### src/rtl/tdc_pkg.sv
// shared types and constants for the tolerant double comparator
package tdc_pkg;

  localparam int unsigned ValueW = 64;
  localparam int unsigned UlpsW  = 31;
  localparam logic [UlpsW-1:0] UlpsReset = UlpsW'(4);

  // fixed-point grid of 2^-105 for the absolute test, magnitudes below 4
  localparam int unsigned FixW = 107;
  // biased exponent at which a value sits at 2^-53 (one grid step per lsb)
  localparam logic [10:0] ExpGrid = 11'd970;
  // biased exponent of 4.0; at or above it the absolute test fails and equality is left to the ulp test
  localparam logic [10:0] ExpBig  = 11'd1025;
  localparam logic [10:0] ExpMax  = 11'd2047;
  // 2^-52 plus half an ulp above it, in grid units: 2^53 + 1
  localparam logic [FixW-1:0] TolFix = FixW'(54'h20000000000001);

  typedef struct packed {
    logic [ValueW-1:0] operand_a;
    logic [ValueW-1:0] operand_b;
  } tdc_in_t;

  typedef struct packed {
    logic near_equal;
    logic a_less;
    logic a_greater;
  } tdc_out_t;

endpackage

### src/rtl/tdc_cmp_unit.sv
// compare logic: absolute tolerance, ulp tolerance and ieee ordering
module tdc_cmp_unit import tdc_pkg::*; (
  input  tdc_in_t          op_i,
  input  logic [UlpsW-1:0] max_ulps_i,
  output tdc_out_t         res_o
);

  logic        sa, sb, same_sign;
  logic [62:0] ma, mb, hi_m, lo_m, ulp_dist;
  logic        a_gt_mag;
  logic        a_spec, b_spec, a_nan, b_nan, finite, both_zero;
  logic [10:0] hi_e, lo_e, hi_ex, lo_ex, rs;
  logic [52:0] hi_sig, lo_sig, lo_rsh, lo_mask;
  logic [FixW-1:0] hi_fix, lo_fix, same_lim, diff_lim;
  logic        lo_sticky, tiny, big, hi_le_tol;
  logic        abs_ok, ulp_ok, near, less, greater;

  // field split
  always_comb begin
    sa = op_i.operand_a[63];
    sb = op_i.operand_b[63];
    ma = op_i.operand_a[62:0];
    mb = op_i.operand_b[62:0];
    same_sign = (sa == sb);
    a_spec = (ma[62:52] == ExpMax);
    b_spec = (mb[62:52] == ExpMax);
    a_nan  = a_spec && (ma[51:0] != '0);
    b_nan  = b_spec && (mb[51:0] != '0);
    finite = !a_spec && !b_spec;
    both_zero = (ma == '0) && (mb == '0);
    a_gt_mag = (ma > mb);
    hi_m = a_gt_mag ? ma : mb;
    lo_m = a_gt_mag ? mb : ma;
    ulp_dist = hi_m - lo_m;
  end

  // larger magnitude onto the 2^-105 grid
  always_comb begin
    hi_e   = hi_m[62:52];
    hi_ex  = (hi_e == '0) ? 11'd1 : hi_e;
    hi_sig = {(hi_e != '0), hi_m[51:0]};
    tiny   = (hi_ex < ExpGrid);
    big    = (hi_ex >= ExpBig);
    hi_fix = FixW'(hi_sig) << hi_ex[5:0] - ExpGrid[5:0];
  end

  // smaller magnitude onto the grid, floor plus sticky
  always_comb begin
    lo_e   = lo_m[62:52];
    lo_ex  = (lo_e == '0) ? 11'd1 : lo_e;
    lo_sig = {(lo_e != '0), lo_m[51:0]};
    rs     = ExpGrid - lo_ex;
    lo_mask = ~({53{1'b1}} << rs[5:0]);
    lo_rsh  = lo_sig >> rs[5:0];
    if (lo_ex >= ExpGrid) begin
      lo_fix    = FixW'(lo_sig) << lo_ex[5:0] - ExpGrid[5:0];
      lo_sticky = 1'b0;
    end else if (rs >= 11'd53) begin
      lo_fix    = '0;
      lo_sticky = (lo_sig != '0);
    end else begin
      lo_fix    = FixW'(lo_rsh);
      lo_sticky = ((lo_sig & lo_mask) != '0);
    end
  end

  // absolute test: |a-b| rounds to at most 2^-52
  always_comb begin
    hi_le_tol = (hi_fix <= TolFix);
    same_lim  = hi_fix - TolFix;
    diff_lim  = TolFix - hi_fix;
    if (!finite) begin
      abs_ok = 1'b0;
    end else if (tiny) begin
      abs_ok = 1'b1;
    end else if (big) begin
      abs_ok = 1'b0;
    end else if (same_sign) begin
      abs_ok = hi_le_tol || (lo_fix >= same_lim);
    end else begin
      abs_ok = hi_le_tol &&
               ((lo_fix < diff_lim) || ((lo_fix == diff_lim) && !lo_sticky));
    end
  end

  // ulp test and ieee order
  always_comb begin
    ulp_ok  = same_sign ? (ulp_dist <= 63'(max_ulps_i)) : both_zero;
    near    = abs_ok || ulp_ok;
    less    = 1'b0;
    greater = 1'b0;
    if (!a_nan && !b_nan && !both_zero) begin
      if (!same_sign) begin
        less    = sa;
        greater = sb;
      end else begin
        less    = sa ? (ma > mb) : (ma < mb);
        greater = sa ? (ma < mb) : (ma > mb);
      end
    end
    res_o.near_equal = near;
    res_o.a_less     = !near && less;
    res_o.a_greater  = !near && greater;
  end

endmodule

### src/rtl/tolerant_double_comparator.sv
// top level of the tolerant double comparator
//
//  channel  | handshake                    | payload
//  ---------+------------------------------+--------------------
//  command  | start, busy                  | in_data_i (tdc_in_t)
//  result   | done_o (one-cycle strobe)    | res_o (tdc_out_t)
//  config   | cfg_valid_i, cfg_ready_o     | cfg_data_i
//
// one pair per cycle; a result strobes once its start transfer has passed
// the input register, then the compare logic into the result register
// busy stays low: every start is taken, the receiver cannot stall
// reset sets ulps_q to 4 and drops any pair in flight
module tolerant_double_comparator import tdc_pkg::*; (
  input  logic             clk_i,
  input  logic             rst_ni,
  input  logic             start,
  output logic             busy,
  input  tdc_in_t          in_data_i,
  output logic             done_o,
  output tdc_out_t         res_o,
  input  logic             cfg_valid_i,
  output logic             cfg_ready_o,
  input  logic [UlpsW-1:0] cfg_data_i
);

  logic             vld_q, done_q;
  tdc_in_t          in_q;
  tdc_out_t         res_d, res_q;
  logic [UlpsW-1:0] ulps_q;

  assign busy        = 1'b0;
  assign cfg_ready_o = 1'b1;

  // tolerance register
  always_ff @(posedge clk_i or negedge rst_ni) begin
    if (!rst_ni) begin
      ulps_q <= UlpsReset;
    end else if (cfg_valid_i) begin
      ulps_q <= cfg_data_i;
    end
  end

  // valid pipeline
  always_ff @(posedge clk_i or negedge rst_ni) begin
    if (!rst_ni) begin
      vld_q  <= 1'b0;
      done_q <= 1'b0;
    end else begin
      vld_q  <= start;
      done_q <= vld_q;
    end
  end

  // payload registers
  always_ff @(posedge clk_i) begin
    if (start) begin
      in_q <= in_data_i;
    end
    if (vld_q) begin
      res_q <= res_d;
    end
  end

  tdc_cmp_unit u_cmp (
    .op_i       (in_q),
    .max_ulps_i (ulps_q),
    .res_o      (res_d)
  );

  assign done_o = done_q;
  assign res_o  = res_q;

endmodule

### config.mk
export PLATFORM = sky130hd
export DESIGN_NAME = tolerant_double_comparator
export DESIGN_NICKNAME = d
export VERILOG_FILES = /design/src/rtl/tdc_pkg.sv /design/src/rtl/tdc_cmp_unit.sv /design/src/rtl/tolerant_double_comparator.sv
export SDC_FILE = /design/constraint.sdc
export NUM_CORES = 2
export LEC_CHECK = 0
export ABC_AREA = 1
export BUFFER_PORTS_ARGS = -buffer_cell sky130_fd_sc_hd__buf_2
export CAP_MARGIN = 20
export CELL_PAD_IN_SITES_DETAIL_PLACEMENT = 0
export CELL_PAD_IN_SITES_GLOBAL_PLACEMENT = 1
export CORE_ASPECT_RATIO = 1.75
export CORE_MARGIN = 3
export CORE_UTILIZATION = 35
export DETAILED_ROUTE_END_ITERATION = 10
export HOLD_SLACK_MARGIN = 0.05
export PLACE_DENSITY_LB_ADDON = 0.1
export SYNTH_ARGS = -nofsm -noshare
export SYNTH_HDL_FRONTEND = slang
export SYNTH_SLANG_ARGS = --single-unit
### constraint.sdc
create_clock -name clk_i -period 14.7 [get_ports clk_i]
set_input_delay 2.94 -clock clk_i [delete_from_list [all_inputs] [get_ports clk_i]]
set_output_delay 2.94 -clock clk_i [all_outputs]
set_load 0.02 [all_outputs]
==> reports/metrics.sh <==
PLACEMENTROWS=160
MAXIMUM_NUMBER_OF_PINS_ON_ONE_NET_BEFORE_GLOBAL_ROUTE_REPAIR=131
WIRELENGTH_UM=279000
FINAL_LAYOUT_SIZE_SUFFIX_GT1_FRAC=0.0952
WORST_IR_DROP_VDD_mV=0.115
HOLD_VIOLATIONS=0
CTS_HOLD_REPAIR.BUFFERS=0
DESIGN.DIE.AREA_MM2=0.114
FINAL_NET_COUNT=7141
PORT-BUFFER-COUNT=166
POSTSYNTHNETCOUNT=7127
CELLINTERNALPOWER_uW=3040
CLOCK_PATH_BUFFERS=2
POWER.NET_SWITCHING_uW=7400
YOSYSMOSTFREQUENTCELL='sky130_fd_sc_hd__nand2_1'
PATH_DELAY_FAMILY='simple AND/OR/NAND/NOR gates'
FLOORPLAN.DIE.HEIGHT_UM=444
WORSTHOLDPATHCELLS=0
MET3WIRELENGTH_UM=20800
CTS_INSERTED_BUFFERS=17
DRTANTENNAVIOLNETS=0
TIMING.CRITICAL_PATH.FROM_TYPE='register'
HTREE_NUM_LEVELS=4
TIMING.HOLD.WORST.START='vld_q'
SYN-CELL-AREA_MM2=0.0384
SYNTH.YOSYS.SEQ_AREA_SHARE=0.124
INITIAL_CORE_UTIL=0.353
YOSYSTOPAREACELLSHARE=0.188
SYNTH-MAIN-FF-CELL='sky130_fd_sc_hd__edfxtp_1'
ROUTED_WIRE_LENGTH_PER_INSTANCE_UM=34.2
INSERTION_DELAY_NS=0.46
ROUTE.MET2.WL_UM=129000
CTS_ROOT_BUFFER='sky130_fd_sc_hd__clkbuf_16'
CRIT_TYPE='register to register'
CRIT_PATH_END_KIND='register'
WORST_R2R_PATH_DEPTH=44
DP_HPWL_UM=230000
P_CLK_FRAC=0.043
FIN_WORST_SKEW_NS=0.0149
SYN-INSTANCE-COUNT=6645
DRT-PASS1-ITER-COUNT=7
FIN_TOTAL_PWR_uW=10400
HOLDCRITPATHCLASS='register to register'
RR_STARTPOINT='in_q[22]'
VIAS_PER_INSTANCE=6.23
VIA_COUNT_OF_THE_FIRST_GLOBAL_ROUTING_PASS=49433
CTS.SINKS=164
CORE_REGION_AREA_MM2=0.109
FINAL_CELLS=8141
GRT_FIRST_PASS_WIRELENGTH_UM=386000
SYNTH-EDFF-COUNT=131
TOP_LAYER='met5'
TRITONCTS_CLOCK_TREE='built'
CRIT_PATH_MAX_FANOUT=130
WORST-PATH-BUF-INV=5
FIN_CRIT_NS=14.07
FP.DIEW_UM=256
PLACEMENT.CELL_AREA_MM2=0.0404
SW_FRAC_OF_TOTAL=0.709
SYNTH_AREA_LEADERS='sky130_fd_sc_hd__nand2_1 19%, sky130_fd_sc_hd__nand3_1 12%, sky130_fd_sc_hd__ha_1 10%, sky130_fd_sc_hd__edfxtp_1 10%, sky130_fd_sc_hd__o21ai_0 6.9%'
DRT_ITER0_DRC=6237
SETUP_VIOL=0
P_SEQ_FRAC=0.056
POST_CTS_CLOCK_SLEW_AT_THE_LAUNCH_AND_CAPTURE_REGISTERS_OF_THE_WORST_SETUP_AND_HOLD_PATHS_NS=0.07
FMAX_GHz=0.0711
DRT_DRC_VIOLATIONS_LEFT=0
SYNTH_AREA_LEADER_CELL='sky130_fd_sc_hd__nand2_1'
CP.ARRIVAL_NS=14.29
TRACK_USAGE=0.480
POSTSYNTHREGISTERBITS=164
MAX_CAP_VIOLATIONS=0
CP_DATA_REQUIRED_TIME_NS=14.92
PINS_OVER_SLEW_LIMIT=0
SYNTHTOLAYOUTAREAGROWTH_PCT=7.60
HOLDPATHEND='done_o'
YOSYSUNIQUECELLTYPES=79
POWER_DENSITY_mW_PER_MM2=253
REGTOREGSETUPSLACK_NS=0.63
GRT_OVERFLOW=0
SYNTH-ASYNC-RESET-RATIO=0.201
SYNTH-WARNING-COUNT=0
DETAILROUTE.VIA_COUNT=50693
IO_PINS=169
GRT_ANTENNA_BEFORE_REPAIR=15
LEAKAGE_uW=0.0199
DPL.CELL_COUNT=8076
STATUS='complete, no violations'
DRT-MET1-WL_UM=83900
TRANSITION_TIME_AT_THE_PIN_WITH_THE_LEAST_SLEW_MARGIN_NS=1.30
CRITICAL_PATH.MOST_COMMON_CELL='sky130_fd_sc_hd__nand2_1'
GP_CONGESTION=1.20
COMBINATIONAL_CELL_FRACTION_OF_TOTAL_POWER=0.900
POST_SYNTH.CELL_AREA_AVG_UM2=5.77
GRT_SETUP_UNREPAIRED='no'
FINAL_UTIL=0.380
LAYOUT.CELL_AREA.NON_FILLER_MM2=0.0413
CRITICAL_PATH.REG2REG.ENDPOINT='res_o[0]'
MAXSLEWHEADROOM=0.112
FIN_TNS_SETUP_NS=0
SLOWEST_STAGE='sky130_fd_sc_hd__nor4_2'
SYNTH_TOP_CELLS_BY_COUNT='1920 x sky130_fd_sc_hd__nand2_1, 896 x sky130_fd_sc_hd__nand3_1, 657 x sky130_fd_sc_hd__inv_1'
CRITICAL-PATH-MAX-STAGE-DELAY_NS=0.89
FINAL.PERIOD_UTILIZATION=0.957
worst max path at each step:
stage / startpoint / to / slack, ns / depth (start not counted)
finish: in_q[22] / res_o[0] / 0.63 / 44
global route: in_q[2] / res_o[0] / 0.07 / 47
global placement: in_q[6] / res_o[0] / 1.13 / 48
floorplan: in_q[58] / res_o[2] / 7.08 / 56
detailed placement: in_q[14] / res_o[0] / 1.24 / 47
CTS: in_q[14] / res_o[0] / 1.19 / 47
logic make-up (layout without fill, tap and decap cells):
logic type                 after synthesis  in the layout  share of synthesized area
AOI/OAI and AO/OA                     1091           1091                      0.162
xor gates and xnor gates               260            260                     0.0598
adders and majority gates              319            319                      0.104
buffers and inverters                 1038           1065                      0.110
DFF                                    164            164                      0.124
muxes                                   44             44                     0.0115
other                                    2             13                   0.000196
and+or+nand+nor                       3727           3727                      0.428
state kept, by name (all words and copies together), names as in the netlist:
signal  count
done_o      1
in_q      128
res_o       3
ulps_q     31
vld_q       1
what timing repair did:
item                                    4_1_cts  5_1_grt
hold endpoints to repair                      0        0
buffers inserted                              0        0
endpoints found under the setup margin        0        3
resized for setup                             0        1
metrics by stage:
step                      hold WS [ns]  setup WS (ns)
after floorplan                  0.418           7.08
after CTS                        0.486           1.19
after detailed placement         0.469           1.24
final                            0.479          0.626
after global routing             0.507         0.0721
after global placement           0.449           1.13
metal layers:
layer,up-vias,GRT usage
met5,-,0.00256
li1,22348,-
met4,16,0.591
met3,1611,0.137
met2,3101,0.800
met1,23617,0.426
layout by cell type, fill, tap and decap left out, drive strengths merged, types with 64 or more instances in the layout:
| master | netlist | routed |
|---|---|---|
| nand4 | 102 | 102 |
| inv | 756 | 764 |
| nor3 | 68 | 68 |
| o21ai | 582 | 582 |
| nand2 | 1974 | 1974 |
| a21oi | 231 | 231 |
| xor2 | 210 | 210 |
| nand3 | 929 | 929 |
| buf | 172 | 263 |
| edfxtp | 131 | 131 |
| ha | 319 | 319 |
| nor2 | 581 | 581 |
| o22ai | 64 | 64 |
cell type report:
cell class              count  area (um^2)
diodes                     11         27.5
fillers                 12585        67400
multi-input cells        5443        29500
repair buffers            271         1700
clock inverters            15          165
clock buffers              17          425
well taps                1458         1820
inverters                 762         2860
flip-flops and latches    164         4760
power by group through the flow:
stage	registers [uW]	clock network [uW]	logic (uW)
final	589	453	9390
after CTS	587	460	8640
after floorplan	578	0	5130
after global placement	596	0	8600
after detailed placement	597	0	8600
after global routing	592	476	9810
worst register-to-register path, delay by kind of cell, from the launching register on:
family          cells  cell delay, ns
fa+ha+maj           3            1.37
compound gates      3            0.65
simple gates       32            9.71
xor+xnor            1            0.13
buf+inv             5            1.36
flops               1            0.59
Note: power is estimated with default switching activity, not from simulation.
